<file path="config.mk">
export PLATFORM = sky130hd
export DESIGN_NAME = path_utf8_validator_core_flat
export DESIGN_NICKNAME = d
export VERILOG_FILES = /design/src/rtl/core/puv_pkg.sv /design/src/rtl/core/puv_if.sv /design/src/rtl/core/puv_cfg.sv /design/src/rtl/core/puv_step.sv /design/src/rtl/core/path_utf8_validator_core.sv /design/src/flat_wrapper.sv
export SDC_FILE = /design/constraint.sdc
export NUM_CORES = 1
export LEC_CHECK = 0
export BUFFER_PORTS_ARGS = -buffer_cell sky130_fd_sc_hd__buf_2
export CAP_MARGIN = 20
export CORE_MARGIN = 5
export CORE_UTILIZATION = 35
export DETAILED_ROUTE_END_ITERATION = 10
export GPL_TIMING_DRIVEN = 1
export PLACE_DENSITY = 0.6
export SKIP_CTS_REPAIR_TIMING = 1
export SLEW_MARGIN = 30
export SYNTH_ARGS = -nofsm -noshare
export SYNTH_HDL_FRONTEND = slang
export SYNTH_SLANG_ARGS = --single-unit
</file>
<file path="constraint.sdc">
create_clock -name clk -period 2.9 [get_ports clk]
set_input_delay 0.145 -clock clk [delete_from_list [all_inputs] [get_ports clk]]
set_output_delay 0.145 -clock clk [all_outputs]
set_load 0.005 [all_outputs]
</file>
<file path="src/rtl/core/puv_pkg.sv">
`timescale 1ns / 1ps
// ----------------------------------------------------------------------------
// Path validator package
// Shared constants, register map and path state type of the path validator.
// ----------------------------------------------------------------------------
package puv_pkg;

	localparam int unsigned MAX_PATH   = 128;
	localparam int unsigned BYTE_CNT_W = $clog2(MAX_PATH + 1);

	// Register map: one 32-bit register every four bytes.
	localparam int unsigned NUM_REGS = 2;
	localparam int unsigned REG_IDX_W = $clog2(NUM_REGS);
	localparam int unsigned ADDR_W   = REG_IDX_W + 2;
	localparam logic [REG_IDX_W-1:0] REG_SEGMENT_LIMIT = REG_IDX_W'(0);
	localparam logic [REG_IDX_W-1:0] REG_DEPTH_LIMIT   = REG_IDX_W'(1);

	localparam logic [7:0] SEGMENT_LIMIT_RESET = 8'd64;
	localparam logic [7:0] DEPTH_LIMIT_RESET   = 8'd8;

	// Byte codes and UTF-8 bounds.
	localparam logic [7:0] CHAR_NUL   = 8'h00;
	localparam logic [7:0] CHAR_SLASH = 8'h2f;
	localparam logic [7:0] CHAR_DOT   = 8'h2e;
	localparam logic [7:0] CHAR_SPACE = 8'h20;
	localparam logic [7:0] CHAR_DEL   = 8'h7f;
	localparam logic [7:0] LEAD2_LO   = 8'hc2;
	localparam logic [7:0] LEAD2_HI   = 8'hdf;
	localparam logic [7:0] LEAD3_LO   = 8'he0;
	localparam logic [7:0] LEAD3_HI   = 8'hef;
	localparam logic [7:0] LEAD4_LO   = 8'hf0;
	localparam logic [7:0] LEAD4_HI   = 8'hf4;
	localparam logic [20:0] CP_MIN3   = 21'h000800;
	localparam logic [20:0] CP_MIN4   = 21'h010000;
	localparam logic [20:0] CP_SUR_LO = 21'h00d800;
	localparam logic [20:0] CP_SUR_HI = 21'h00dfff;
	localparam logic [20:0] CP_MAX    = 21'h10ffff;
	localparam logic [7:0]  CNT_MAX   = 8'hff;

	typedef struct packed {
		logic [7:0] segment_limit;
		logic [7:0] depth_limit;
	} cfg_t;

	typedef struct packed {
		logic [BYTE_CNT_W-1:0] byte_count;
		logic [7:0]            segment_count;
		logic [7:0]            depth_count;
		logic [1:0]            pending;
		logic [1:0]            seq_len;
		logic [20:0]           codepoint;
		logic [1:0]            dot_flags;
		logic                  failed;
	} path_state_t;

	localparam path_state_t PATH_STATE_CLEAR = '0;

endpackage

</file>
<file path="src/rtl/core/puv_if.sv">
`timescale 1ns / 1ps
// ----------------------------------------------------------------------------
// Path validator channels
// Valid/ready channels for path bytes and for verdicts.
// ----------------------------------------------------------------------------
interface puv_byte_if;
	logic       valid;
	logic       ready;
	logic [7:0] path_byte;

	modport source (output valid, output path_byte, input ready);
	modport sink (input valid, input path_byte, output ready);
endinterface

interface puv_verdict_if;
	logic valid;
	logic ready;
	logic path_valid;

	modport source (output valid, output path_valid, input ready);
	modport sink (input valid, input path_valid, output ready);
endinterface

</file>
<file path="src/rtl/core/puv_cfg.sv">
`timescale 1ns / 1ps
// ----------------------------------------------------------------------------
// Path validator configuration registers
// APB-style register file holding the segment and depth limits.
// ----------------------------------------------------------------------------
module puv_cfg
	import puv_pkg::*;
(
	input  logic              clk,
	input  logic              arst_n,
	input  logic              psel,
	input  logic              penable,
	input  logic              pwrite,
	input  logic [ADDR_W-1:0] paddr,
	input  logic [31:0]       pwdata,
	output logic [31:0]       prdata,
	output logic              pready,
	output cfg_t              cfg
);

	cfg_t                 cfg_q;
	logic [REG_IDX_W-1:0] reg_idx;
	logic                 wr_en;

	assign pready  = 1'b1;
	assign reg_idx = paddr[ADDR_W-1:2];
	assign wr_en   = psel & penable & pwrite;
	assign cfg     = cfg_q;

	always_ff @(posedge clk or negedge arst_n) begin
		if (!arst_n) begin
			cfg_q.segment_limit <= SEGMENT_LIMIT_RESET;
			cfg_q.depth_limit   <= DEPTH_LIMIT_RESET;
		end else if (wr_en) begin
			unique case (reg_idx)
				REG_SEGMENT_LIMIT: cfg_q.segment_limit <= pwdata[7:0];
				REG_DEPTH_LIMIT:   cfg_q.depth_limit   <= pwdata[7:0];
				default: ;
			endcase
		end
	end

	always_comb begin
		unique case (reg_idx)
			REG_SEGMENT_LIMIT: prdata = {24'd0, cfg_q.segment_limit};
			REG_DEPTH_LIMIT:   prdata = {24'd0, cfg_q.depth_limit};
			default:           prdata = 32'd0;
		endcase
	end

endmodule

</file>
<file path="src/rtl/core/puv_step.sv">
`timescale 1ns / 1ps
// ----------------------------------------------------------------------------
// Path validator byte step
// Next path state and verdict for one path byte.
// ----------------------------------------------------------------------------
module puv_step
	import puv_pkg::*;
(
	input  cfg_t        cfg,
	input  path_state_t cur,
	input  logic [7:0]  path_byte,
	output path_state_t nxt,
	output logic        verdict
);

	logic        close_fail;
	logic [7:0]  depth_inc;
	logic        depth_sat;
	logic [7:0]  seg_inc;
	logic        seg_sat;
	logic [20:0] cp_next;
	logic [1:0]  pend_dec;
	logic        cp_bad;
	logic [BYTE_CNT_W:0] count_plus;

	// Segment close checks, shared by the slash and the terminator.
	always_comb begin
		depth_sat = (cur.depth_count == CNT_MAX);
		depth_inc = depth_sat ? CNT_MAX : cur.depth_count + 8'd1;
		close_fail = (cur.segment_count == 8'd0)
			|| (cur.segment_count > cfg.segment_limit)
			|| (cur.segment_count == 8'd1 && cur.dot_flags[0])
			|| (cur.segment_count == 8'd2 && cur.dot_flags == 2'b11)
			|| depth_sat
			|| (depth_inc > cfg.depth_limit);
	end

	always_comb begin
		seg_sat  = (cur.segment_count == CNT_MAX);
		seg_inc  = seg_sat ? CNT_MAX : cur.segment_count + 8'd1;
		cp_next  = {cur.codepoint[14:0], path_byte[5:0]};
		pend_dec = cur.pending - 2'd1;
		cp_bad   = (cur.seq_len == 2'd2 && cp_next < CP_MIN3)
			|| (cur.seq_len == 2'd3 && cp_next < CP_MIN4)
			|| (cp_next >= CP_SUR_LO && cp_next <= CP_SUR_HI)
			|| (cp_next > CP_MAX);
		count_plus = {1'b0, cur.byte_count} + (BYTE_CNT_W + 1)'(1);
	end

	always_comb begin
		nxt     = cur;
		verdict = 1'b0;
		if (path_byte == CHAR_NUL) begin
			verdict = !(cur.failed || cur.pending != 2'd0 || close_fail
				|| cur.byte_count == '0);
			nxt = PATH_STATE_CLEAR;
		end else begin
			if (count_plus >= (BYTE_CNT_W + 1)'(MAX_PATH))
				nxt.failed = 1'b1;
			if (cur.byte_count < BYTE_CNT_W'(MAX_PATH))
				nxt.byte_count = count_plus[BYTE_CNT_W-1:0];

			if (cur.pending != 2'd0) begin
				if (path_byte[7:6] != 2'b10) begin
					nxt.failed    = 1'b1;
					nxt.pending   = 2'd0;
					nxt.seq_len   = 2'd0;
					nxt.codepoint = '0;
				end else begin
					nxt.segment_count = seg_inc;
					if (seg_sat)
						nxt.failed = 1'b1;
					nxt.pending   = pend_dec;
					nxt.codepoint = cp_next;
					if (pend_dec == 2'd0) begin
						if (cp_bad)
							nxt.failed = 1'b1;
						nxt.seq_len   = 2'd0;
						nxt.codepoint = '0;
					end
				end
			end else if (path_byte == CHAR_SLASH) begin
				if (close_fail)
					nxt.failed = 1'b1;
				nxt.depth_count   = depth_inc;
				nxt.segment_count = 8'd0;
				nxt.dot_flags     = 2'b00;
			end else if (path_byte < CHAR_SPACE || path_byte == CHAR_DEL) begin
				nxt.failed = 1'b1;
			end else if (!path_byte[7]) begin
				if (path_byte == CHAR_DOT) begin
					if (cur.segment_count == 8'd0)
						nxt.dot_flags[0] = 1'b1;
					else if (cur.segment_count == 8'd1)
						nxt.dot_flags[1] = 1'b1;
				end
				nxt.segment_count = seg_inc;
				if (seg_sat)
					nxt.failed = 1'b1;
			end else if ((path_byte >= LEAD2_LO && path_byte <= LEAD2_HI)
				|| (path_byte >= LEAD3_LO && path_byte <= LEAD3_HI)
				|| (path_byte >= LEAD4_LO && path_byte <= LEAD4_HI)) begin
				// Valid lead byte: open a multi-byte sequence.
				if (path_byte <= LEAD2_HI) begin
					nxt.seq_len   = 2'd1;
					nxt.codepoint = {16'd0, path_byte[4:0]};
				end else if (path_byte >= LEAD3_LO && path_byte <= LEAD3_HI) begin
					nxt.seq_len   = 2'd2;
					nxt.codepoint = {17'd0, path_byte[3:0]};
				end else begin
					nxt.seq_len   = 2'd3;
					nxt.codepoint = {18'd0, path_byte[2:0]};
				end
				nxt.pending       = nxt.seq_len;
				nxt.segment_count = seg_inc;
				if (seg_sat)
					nxt.failed = 1'b1;
			end else begin
				nxt.failed = 1'b1;
			end
		end
	end

endmodule

</file>
<file path="src/rtl/core/path_utf8_validator_core.sv">
`timescale 1ns / 1ps
// ----------------------------------------------------------------------------
// Path UTF-8 validator core
// Checks slash-separated paths byte by byte and emits one verdict per path.
// ----------------------------------------------------------------------------
// Takes one path byte per cycle on the path channel unless the byte stage
// stalls. Each accepted byte is registered and the next path state is
// computed combinationally from it; a zero byte's verdict is registered in
// the verdict register. The byte stage stalls only when it holds a zero
// byte while an earlier verdict is still waiting to be taken. The user must
// write segment and depth limits through the APB port only while no path
// is in flight; the block does not enforce this.
module path_utf8_validator_core
	import puv_pkg::*;
(
	input  logic              clk,
	input  logic              arst_n,
	input  logic              psel,
	input  logic              penable,
	input  logic              pwrite,
	input  logic [ADDR_W-1:0] paddr,
	input  logic [31:0]       pwdata,
	output logic [31:0]       prdata,
	output logic              pready,
	puv_byte_if.sink          path,
	puv_verdict_if.source     verdict
);

	cfg_t        cfg;
	path_state_t state_q;
	path_state_t state_nxt;
	logic        verdict_nxt;
	logic        valid_s1;
	logic [7:0]  byte_s1;
	logic        out_valid_q;
	logic        out_data_q;
	logic        is_end_s1;
	logic        advance;

	puv_cfg u_cfg (
		.clk     (clk),
		.arst_n  (arst_n),
		.psel    (psel),
		.penable (penable),
		.pwrite  (pwrite),
		.paddr   (paddr),
		.pwdata  (pwdata),
		.prdata  (prdata),
		.pready  (pready),
		.cfg     (cfg)
	);

	puv_step u_step (
		.cfg       (cfg),
		.cur       (state_q),
		.path_byte (byte_s1),
		.nxt       (state_nxt),
		.verdict   (verdict_nxt)
	);

	// A terminator may only leave the byte stage when the verdict slot is free.
	assign is_end_s1  = (byte_s1 == CHAR_NUL);
	assign advance    = valid_s1 && (!is_end_s1 || !out_valid_q || verdict.ready);
	assign path.ready = !valid_s1 || advance;

	assign verdict.valid      = out_valid_q;
	assign verdict.path_valid = out_data_q;

	always_ff @(posedge clk or negedge arst_n) begin
		if (!arst_n) begin
			valid_s1 <= 1'b0;
		end else if (path.ready) begin
			valid_s1 <= path.valid;
		end
	end

	always_ff @(posedge clk) begin
		if (path.ready && path.valid) begin
			byte_s1 <= path.path_byte;
		end
	end

	always_ff @(posedge clk or negedge arst_n) begin
		if (!arst_n) begin
			state_q <= PATH_STATE_CLEAR;
		end else if (advance) begin
			state_q <= state_nxt;
		end
	end

	always_ff @(posedge clk or negedge arst_n) begin
		if (!arst_n) begin
			out_valid_q <= 1'b0;
		end else if (advance && is_end_s1) begin
			out_valid_q <= 1'b1;
		end else if (verdict.ready) begin
			out_valid_q <= 1'b0;
		end
	end

	always_ff @(posedge clk) begin
		if (advance && is_end_s1) begin
			out_data_q <= verdict_nxt;
		end
	end

endmodule
</file>
<file path="src/flat_wrapper.sv">
// flat-port wrapper written by rule: the top's interface ports become plain ports
module path_utf8_validator_core_flat import puv_pkg::*;
  (clk, arst_n, psel, penable, pwrite, paddr, pwdata, prdata, pready, path_valid, path_path_byte, path_ready, verdict_valid, verdict_path_valid, verdict_ready);
  puv_byte_if path_i ();
  puv_verdict_if verdict_i ();
  input  logic clk;
  input  logic arst_n;
  input  logic psel;
  input  logic penable;
  input  logic pwrite;
  input  logic [ADDR_W-1:0] paddr;
  input  logic [31:0] pwdata;
  output logic [31:0] prdata;
  output logic pready;
  input wire logic [$bits(path_i.valid)-1:0] path_valid;
  input wire logic [$bits(path_i.path_byte)-1:0] path_path_byte;
  output wire logic [$bits(path_i.ready)-1:0] path_ready;
  output wire logic [$bits(verdict_i.valid)-1:0] verdict_valid;
  output wire logic [$bits(verdict_i.path_valid)-1:0] verdict_path_valid;
  input wire logic [$bits(verdict_i.ready)-1:0] verdict_ready;
  assign path_i.valid = path_valid;
  assign path_i.path_byte = path_path_byte;
  assign path_ready = path_i.ready;
  assign verdict_valid = verdict_i.valid;
  assign verdict_path_valid = verdict_i.path_valid;
  assign verdict_i.ready = verdict_ready;
  path_utf8_validator_core u_core (.clk(clk), .arst_n(arst_n), .psel(psel), .penable(penable), .pwrite(pwrite), .paddr(paddr), .pwdata(pwdata), .prdata(prdata), .pready(pready), .path(path_i), .verdict(verdict_i));
endmodule
</file>
# --- Yosys cells after proc, flatten, opt, wreduce, memory -nomap -nowiden ---
# Cells that the tools add are included.
# Widths: inputs -> output; s select.
totals:
  wordCells: 154
  reg_bits: 73
classes:
  eq_ne: 21
  n_bitwise: 3
  muxes: 41
  add_sub_neg: 4
  n_lt_le_gt_ge: 16
  n_reduce_logical: 54
ops:
  columns: ["cell", "count"]
  rows:
  - ["$mux 25", 5]
  - ["$mux 8", 11]
  - ["$pmux 32 s2", 1]
  - ["$mux 52", 1]
  - ["$mux 23", 2]
  - ["$mux 27", 1]
  - ["$ge 8x8->1 const B", 3]
  - ["$le 8x8->1 const B", 3]
  - ["$logic_not 8->1", 3]
  - ["$mux 22", 1]
  - ["$ge 21x16->1 const B", 1]
  - ["$gt 21x21->1 const B", 1]
  - ["$le 21x16->1 const B", 1]
  - ["$lt 21x12->1 const B", 1]
  - ["$lt 21x17->1 const B", 1]
  - ["$logic_or 1x1->1", 17]
  - ["$add 8x1->8 const B", 2]
  - ["$eq 8x6->1 const B", 2]
  - ["$eq 8x8->1 const B", 2]
  - ["$gt 8x8->1", 2]
  - ["$mux 1", 15]
  - ["$reduce_bool 3->1", 5]
  - ["$ne 3x2->1 const B", 4]
  - ["$reduce_and 6->1", 2]
  - ["29 further kinds", 52]

# --- Longest topological paths before layout ---
# Gate-level depths: netlist of the first run.
depth:
  word_depth: 10
  ltp_mapped: 11
  ltp_nobuf: 11

# --- By module ---
# Synthesis of the first run repeated with hierarchy kept, for this count alone.
unflattened:
  cells_unflattened: 526
  hier_area_um2: 5584.1
modules_own_cells:
  columns: ["mod", "area_per_inst_um2", "n_inst", "cells_per_inst"]
  rows:
  - ["path_utf8_validator_core", 2595.0, 1, 134]
  - ["puv_step", 2064.5, 1, 322]
  - ["puv_cfg", 924.6, 1, 70]

# --- Least setup slack after synthesis of the first run ---
# Ideal clock, no wire load.
synth_path:
  path_type: "register -> register"
  from: "reg u_core.state_q[28] (netlist bit)"
  to: "reg u_core.state_q[0] (netlist bit)"
  setup_time_ns: 0.126
  arrival_time_ns: 2.237
  path_stages_with_launch: 12
  t_required_ns: 2.774
  slack_ns: 0.537
  n_path_buf: 0
  period_less_slack_ns: 2.363
  path_cell_list: "dfrtp_1 > ha_1 > nand3_1 > or2_0 > nand2b_1 > ha_1 > nor2b_1 > o211ai_1 > a21oi_1 > o22ai_1 > nand3_1 > a221o_1"
synth_between:
  elab_chain_len: 8
  word_cells_on_any_way: 10
  classes_between: "add/sub (1); order compare (1); eq/ne (1); mux (5); reduce/logical (2)"
synth_rtl:
  columns: ["element", "line", "source"]
  rows:
  - ["from (decl)", "path_utf8_validator_core.sv:30", "path_state_t state_q;"]
  - ["from (signal assigned)", "path_utf8_validator_core.sv:87", "state_q <= state_nxt;"]
  - ["$add 8x1->8 / $eq 8x8->1 (equally long branches)", "puv_step.sv:29, puv_step.sv:28", null]
  - ["$mux 8", "puv_step.sv:29", "depth_inc = depth_sat ? CNT_MAX : cur.depth_count + 8'd1;"]
  - ["$gt 8x8->1", "puv_step.sv:35", "|| (depth_inc > cfg.depth_limit);"]
  - ["$logic_or 1x1->1 (*)", "puv_step.sv:35", null]
  - ["$mux 1 (*)", "puv_step.sv:83", "if (close_fail)"]
  - ["$mux 3 (*)", "puv_step.sv:82", "end else if (path_byte == CHAR_SLASH) begin"]
  - ["$mux 1 (*)", "puv_step.sv:63", "if (cur.pending != 2'd0) begin"]
  - ["$mux 52 (*)", "puv_step.sv:53", "if (path_byte == CHAR_NUL) begin"]
# Every way passes the cells marked *; elsewhere a longest branch is shown, timed or not.
# A chain may end at the register's enable or synchronous reset.

# --- Worst setup path after layout of the first run ---
layout_path:
  from: "reg u_core.state_q[32] (netlist bit)"
  to: "reg u_core.state_q[0] (netlist bit)"
# The elaborated chain is that of the path after synthesis.

==> run metrics, run 1 <==
status=finished, final reports clean; Min-Delay Path Class=primary input to register; critical path peak fanout=3; Routed Wire Length=around 9.7 mm; clock root cell=clkbuf_16; crit path cell chain=and3_1 -> and3_1 -> nand3_1 -> mux2_2 -> ha_1 -> a21oi_1 -> o21ai_0 -> o22ai_1 -> nand3_1 -> a221o_1; GR Util met3=0.0214; Layout Skew=roughly 0.0056 ns; R2R setup slack=~0.30 ns; Post-Synthesis Cell Area=around 4300 um^2; Final Max Slew Viols=0; io pins=86; largest net degree at the start of global routing=28; global-route track usage on met2=0.210; slowest library cell on the worst path=dfrtp_1; clock share of power=0.295; Worst-Margin Slew=0.606 ns; Total GRT Usage=0.138; combinational power share=0.297; Final Cycle Share=0.898; core area=~12000 um^2; Fillers=1180; worst setup path end=u_core.state_q[0]; Async SR Flop Fraction=0.877; nature of the critical path startpoint=register; Area after DPL=roughly 4600 um^2; Power Dens Cells=754 nW/um^2; Top FF cell, synth=dfrtp_1; Syn Area/Cell=around 9.4 um^2; EDFF count, synth=9; Routed WL per cell=between 10 and 15 um; total gr overflow=0; switching part of the total=0.347; number of synthesized register bits=73; worst vdd ir=389 uV; Mapped Cells=roughly 460; 1st-iter DRT viols=about 110; count of final hold-check violations=0; Setup TNS=0 ns; first-pass GRT wire length=about 16 mm; NumNets Final=~580; WP data arrival=between 2 and 3 ns; Max Freq=a little under 400 MHz; FF-to-FF path depth=10; grt peak-use layer=met2; fraction of layout cells with a size suffix above 1=0.170; placed insts=655; total CTS buffers=9; Critical Path RT=around 3.1 ns; H-Tree Depth=3; crit path capture type=register; Ys Warns=0; Final ANT Viol Nets=0; drt first pass iters=4; RSZ-0062 raised after global routing=false; leakage=about 0.0022 uW; R2R Path Start=u_core.state_q[32]; PortBufs=34; Design Area, Final=roughly 5000 um^2; Starting Density=0.359; via count=around 3400; initial antenna violation count=0; Crit Path Class=register to register; Final setup viols=0; Final HPWL DP=around 7.2 mm; TritonCTS Sinks=73; CTS Buffer Depth=2; GP Congestion=slightly below 0.9; Multi-input gate area=between 2000 and 2500 um^2; Chip Width=121 um; Hold Path Depth=1; vias per cell=between 5 and 6; Final Total Pwr=3740 uW; Netlist cell types=60; Die H=between 100 and 150 um; Final Non-Filler Cells=around 680; die footprint=roughly 15000 um^2; slowest stage delay, CP=0.41 ns; Max-Cap Viols=0; Reg area=~1900 um^2; TritonCTS clock tree=built; Worst-path clk slew=0.06 ns; CP startpoint=u_core.state_q[32]; Sw Pwr=roughly 1300 uW; sequential power share=0.408; met1 Track Usage GR=0.190; most frequent cells in the layout=62 x dfrtp_1, 41 x inv_1, 40 x o21ai_0; synthesis-to-finish area growth=14.5%; FF-to-FF End=u_core.state_q[0]; Rel. slew slack=0.592; Rows=40; vias in the first global route=between 3000 and 4000; Diodes inserted=0; Worst Hold Launch=path_path_byte[7]; Post-route DRC=0; Tmin final=about 2.6 ns; sequential area share after synthesis=0.432; Pint=2440 uW; Clock Latency Late Sink=between 0.3 and 0.4 ns; most common cell after layout, fill and taps aside=dfrtp_1
==> power groups by stage <==
stage | combinational [uW] | clock, uW | sequential, uW
2_1_floorplan | 862 | 0 | 1460
3_3_place_gp | 1050 | 0 | 1530
3_5_place_dp | 1100 | 0 | 1540
4_1_cts | 1110 | 1140 | 1520
5_1_grt | 1290 | 1190 | 1570
6_report | 1110 | 1110 | 1530
==> worst max-delay path, delay by kind of cell, from the launching register on <==
| kind | cells | cell delay (ns) |
|---|---|---|
| mux | 1 | 0.37 |
| compound gates | 4 | 0.77 |
| flops | 1 | 0.41 |
| simple gates | 4 | 0.61 |
| fa+ha+maj | 1 | 0.32 |
==> worst min path at each step <==
| stage | slack (ns) | to |
|---|---|---|
| 4_1_cts | -0.24 | u_core.state_q[4] |
| 2_1_floorplan | -0.15 | u_core.state_q[0] |
| 5_1_grt | 0.009 | u_core.byte_s1[7] |
| 3_5_place_dp | 0.11 | u_core.state_q[4] |
| 3_3_place_gp | 0.12 | u_core.state_q[4] |
| 6_report | 0.02 | u_core.byte_s1[7] |
==> cells in the mapped netlist, types with 2 or more instances <==
cell | instances | area, um^2
dfrtp_1 | 62 | 1550
inv_1 | 41 | 154
o21ai_0 | 40 | 200
nand2_1 | 38 | 143
nand3_1 | 28 | 140
buf_4 | 26 | 195
ha_1 | 25 | 313
a21oi_1 | 22 | 110
nor2_1 | 21 | 78.8
mux2_2 | 20 | 225
nand4_1 | 11 | 68.8
edfxtp_1 | 9 | 270
nor3_1 | 8 | 40.0
o31ai_1 | 8 | 60.1
clkbuf_1 | 7 | 26.3
nand2b_1 | 7 | 43.8
nor4_1 | 7 | 43.8
a22o_1 | 6 | 52.6
and3_1 | 6 | 37.5
a31oi_1 | 5 | 31.3
buf_2 | 5 | 25.0
nor2b_1 | 5 | 31.3
a311oi_1 | 3 | 26.3
and2_1 | 3 | 18.8
mux2i_1 | 3 | 30.0
o211ai_1 | 3 | 22.5
o22ai_1 | 3 | 18.8
a41oi_1 | 2 | 17.5
conb_1 | 2 | 7.51
dfstp_2 | 2 | 52.6
nand4b_1 | 2 | 17.5
o21bai_1 | 2 | 15.0
or3_1 | 2 | 12.5
xnor2_1 | 2 | 17.5
xor2_1 | 2 | 17.5
==> state kept, by name, indices dropped and copies added, names as in the netlist <==
name                       cells
u_core.byte_s1                 8
u_core.state_q                46
u_core.u_cfg.cfg              16
u_core.valid_s1                1
u_core.verdict.path_valid      1
u_core.verdict.valid           1
==> cell families (layout without fill, tap and decap cells) <==
| group | count (synthesis) | after routing | share of synthesized area |
|---|---|---|---|
| adders and majority gates | 25 | 25 | 0.0722 |
| AOI/OAI and AO/OA | 107 | 107 | 0.154 |
| muxes | 23 | 23 | 0.0589 |
| and+or+nand+nor | 149 | 149 | 0.178 |
| other | 2 | 25 | 0.00173 |
| DFF | 73 | 73 | 0.432 |
| xor gates and xnor gates | 4 | 4 | 0.00808 |
| buffers and inverters | 80 | 105 | 0.0950 |
==> cell type report <==
type | count | share of cell area
Clock inverter | 6 | 0.0116
Inverter | 41 | 0.0310
Multi-Input combinational cell | 333 | 0.430
Timing Repair Buffer | 48 | 0.0595
Sequential cell | 73 | 0.378
Tap cell | 168 | 0.0423
Clock buffer | 10 | 0.0481
==> metal layers <==
metal  vias to the layer above  share of wire
met4                         0          0.021
li1                       1689              -
met3                        17          0.052
met2                        91           0.46
met5                         -              0
met1                      1618           0.47
==> through the flow <==
step | worst slack, ns | utilization | hold slack (ns)
2_1_floorplan | 0.537 | - | -0.151
3_3_place_gp | 0.250 | 0.380 | 0.117
3_5_place_dp | 0.216 | 0.380 | 0.114
4_1_cts | 0.203 | 0.405 | -0.245
5_1_grt | 0.0409 | 0.412 | 0.00881
6_report | 0.297 | 0.412 | 0.0216
No activity file was read; power rests on OpenSTA's default activity.
==> run 2: changes to the inputs <==
CTS_BUF_LIST = sky130_fd_sc_hd__clkbuf_16   (was not set)
==> run metrics, run 2 (synthesis results as in run 1) <==
TritonCTS Sinks=73; PortBufs=34; leakage=around 0.0022 uW; largest net degree at the start of global routing=28; Routed Wire Length=roughly 9.7 mm; synthesis-to-finish area growth=14.3%; die footprint=about 15000 um^2; status=finished, final reports clean; critical path peak fanout=6; FF-to-FF path depth=11; Diodes inserted=0; Power Dens Cells=about 750 nW/um^2; NumNets Final=581; crit path capture type=register; Final Total Pwr=approximately 3700 uW; Final Max Slew Viols=0; number of flip-flops in the largest register=46; Area after DPL=roughly 4600 um^2; drt first pass iters=4; Die H=~120 um; Rel. slew slack=0.594; CP most frequent cell=nand3_1; Crit Path Class=register to register; Design Area, Final=roughly 5000 um^2; Biggest register=u_core.state_q; Worst-Margin Slew=about 0.6 ns; grt peak-use layer=met2; fraction of layout cells with a size suffix above 1=0.168; global-route track usage on met2=0.210; R2R Path Start=u_core.state_q[30]; slowest library cell on the worst path=dfrtp_1; Max-Cap Viols=0; Rows=40; most frequent cells in the layout=62 x dfrtp_1, 41 x inv_1, 40 x o21ai_0; total CTS buffers=9; Tmin final=2.61 ns; WP data arrival=~2.8 ns; Chip Width=~120 um; Multi-input gate area=about 2100 um^2; Crit path buffers/inverters=0; Reg area=about 1900 um^2; Worst-path clk slew=roughly 0.06 ns; Layout Skew=about 0.0055 ns; Critical Path RT=around 3.1 ns; R2R setup slack=between 0.2 and 0.3 ns; most common cell after layout, fill and taps aside=dfrtp_1; critical path's top delay family=simple AND/OR/NAND/NOR gates; Final Cycle Share=0.899; Final ANT Viol Nets=0; GR Util met3=0.0214; TritonCTS clock tree=built; RSZ-0062 raised after global routing=false; worst setup path end=u_core.state_q[0]; core area=about 12000 um^2; H-Tree Depth=3; first-pass GRT wire length=roughly 16 mm; Min-Delay Path Class=primary input to register; via count=roughly 3400; initial antenna violation count=0; Final setup viols=0; total gr overflow=0; Fillers=between 1000 and 1500; nature of the critical path startpoint=register; Final HPWL DP=around 7 mm; io pins=86; Setup TNS=0 ns; vias per cell=around 5.1; worst vdd ir=388 uV; CP startpoint=u_core.state_q[30]; slowest stage delay, CP=0.43 ns; Max Freq=approximately 380 MHz; FF-to-FF End=u_core.state_q[0]; vias in the first global route=3351; crit path cell chain=and3_1 -> nand3_1 -> or2_1 -> nand2b_1 -> ha_1 -> nor2b_1 -> o211ai_1 -> a21oi_1 -> o22ai_1 -> nand3_1 -> a221o_1; Starting Density=0.359; Clock Latency Late Sink=roughly 0.34 ns; Routed WL per cell=about 14 um; count of final hold-check violations=0; GP Congestion=0.891; Stages on worst setup path=11; Post-route DRC=0; clock root cell=clkbuf_16; met1 Track Usage GR=0.190; CTS Buffer Depth=2; Total GRT Usage=0.138; 1st-iter DRT viols=around 130
[run 2: changes by cell type in the layout (fill, tap and decap cells not counted)]
cell	change
clkbuf_8	-1
clkinv_1	+1
[run 2: area by class of cell]
| type | instances | area share |
|---|---|---|
| Sequential cell | 73 | 0.378 |
| Inverter | 41 | 0.0311 |
| Clock buffer | 9 | 0.0455 |
| Multi-Input combinational cell | 333 | 0.431 |
| Timing Repair Buffer | 48 | 0.0596 |
| Tap cell | 168 | 0.0424 |
| Clock inverter | 7 | 0.0124 |
[run 2: metrics by stage]
stage | utilization | worst slack [ns] | hold WS [ns] | instances
3_3_place_gp | 0.380 | 0.250 | 0.117 | 655
2_1_floorplan | - | 0.537 | -0.151 | 486
4_1_cts | 0.404 | 0.203 | -0.245 | 671
5_1_grt | 0.411 | 0.0409 | 0.00881 | 679
3_5_place_dp | 0.380 | 0.216 | 0.114 | 655
6_report | 0.411 | 0.292 | 0.0200 | 679
[run 2: worst min-delay path by stage]
stage | startpoint | end | slack [ns] | cells after the start
floorplan | arst_n | u_core.state_q[0] | -0.15 | 0
global placement | arst_n | u_core.state_q[4] | 0.12 | 1
detailed placement | arst_n | u_core.state_q[4] | 0.11 | 1
CTS | arst_n | u_core.state_q[4] | -0.24 | 1
global route | path_path_byte[7] | u_core.byte_s1[7] | 0.009 | 1
finish | path_path_byte[7] | u_core.byte_s1[7] | 0.02 | 1
[run 2: where the power goes]
group | internal, uW | total, uW | switching (uW) | leakage [uW]
clock | 656 | 1080 | 423 | 0.000144
sequential | 1280 | 1530 | 245 | 0.000899
combinational | 482 | 1110 | 628 | 0.00119
[run 2: layer usage]
layer	wire length, um	up-vias
li1	-	1693
met1	4560	1632
met2	4420	94
met3	490	16
met4	201	0
met5	0	-
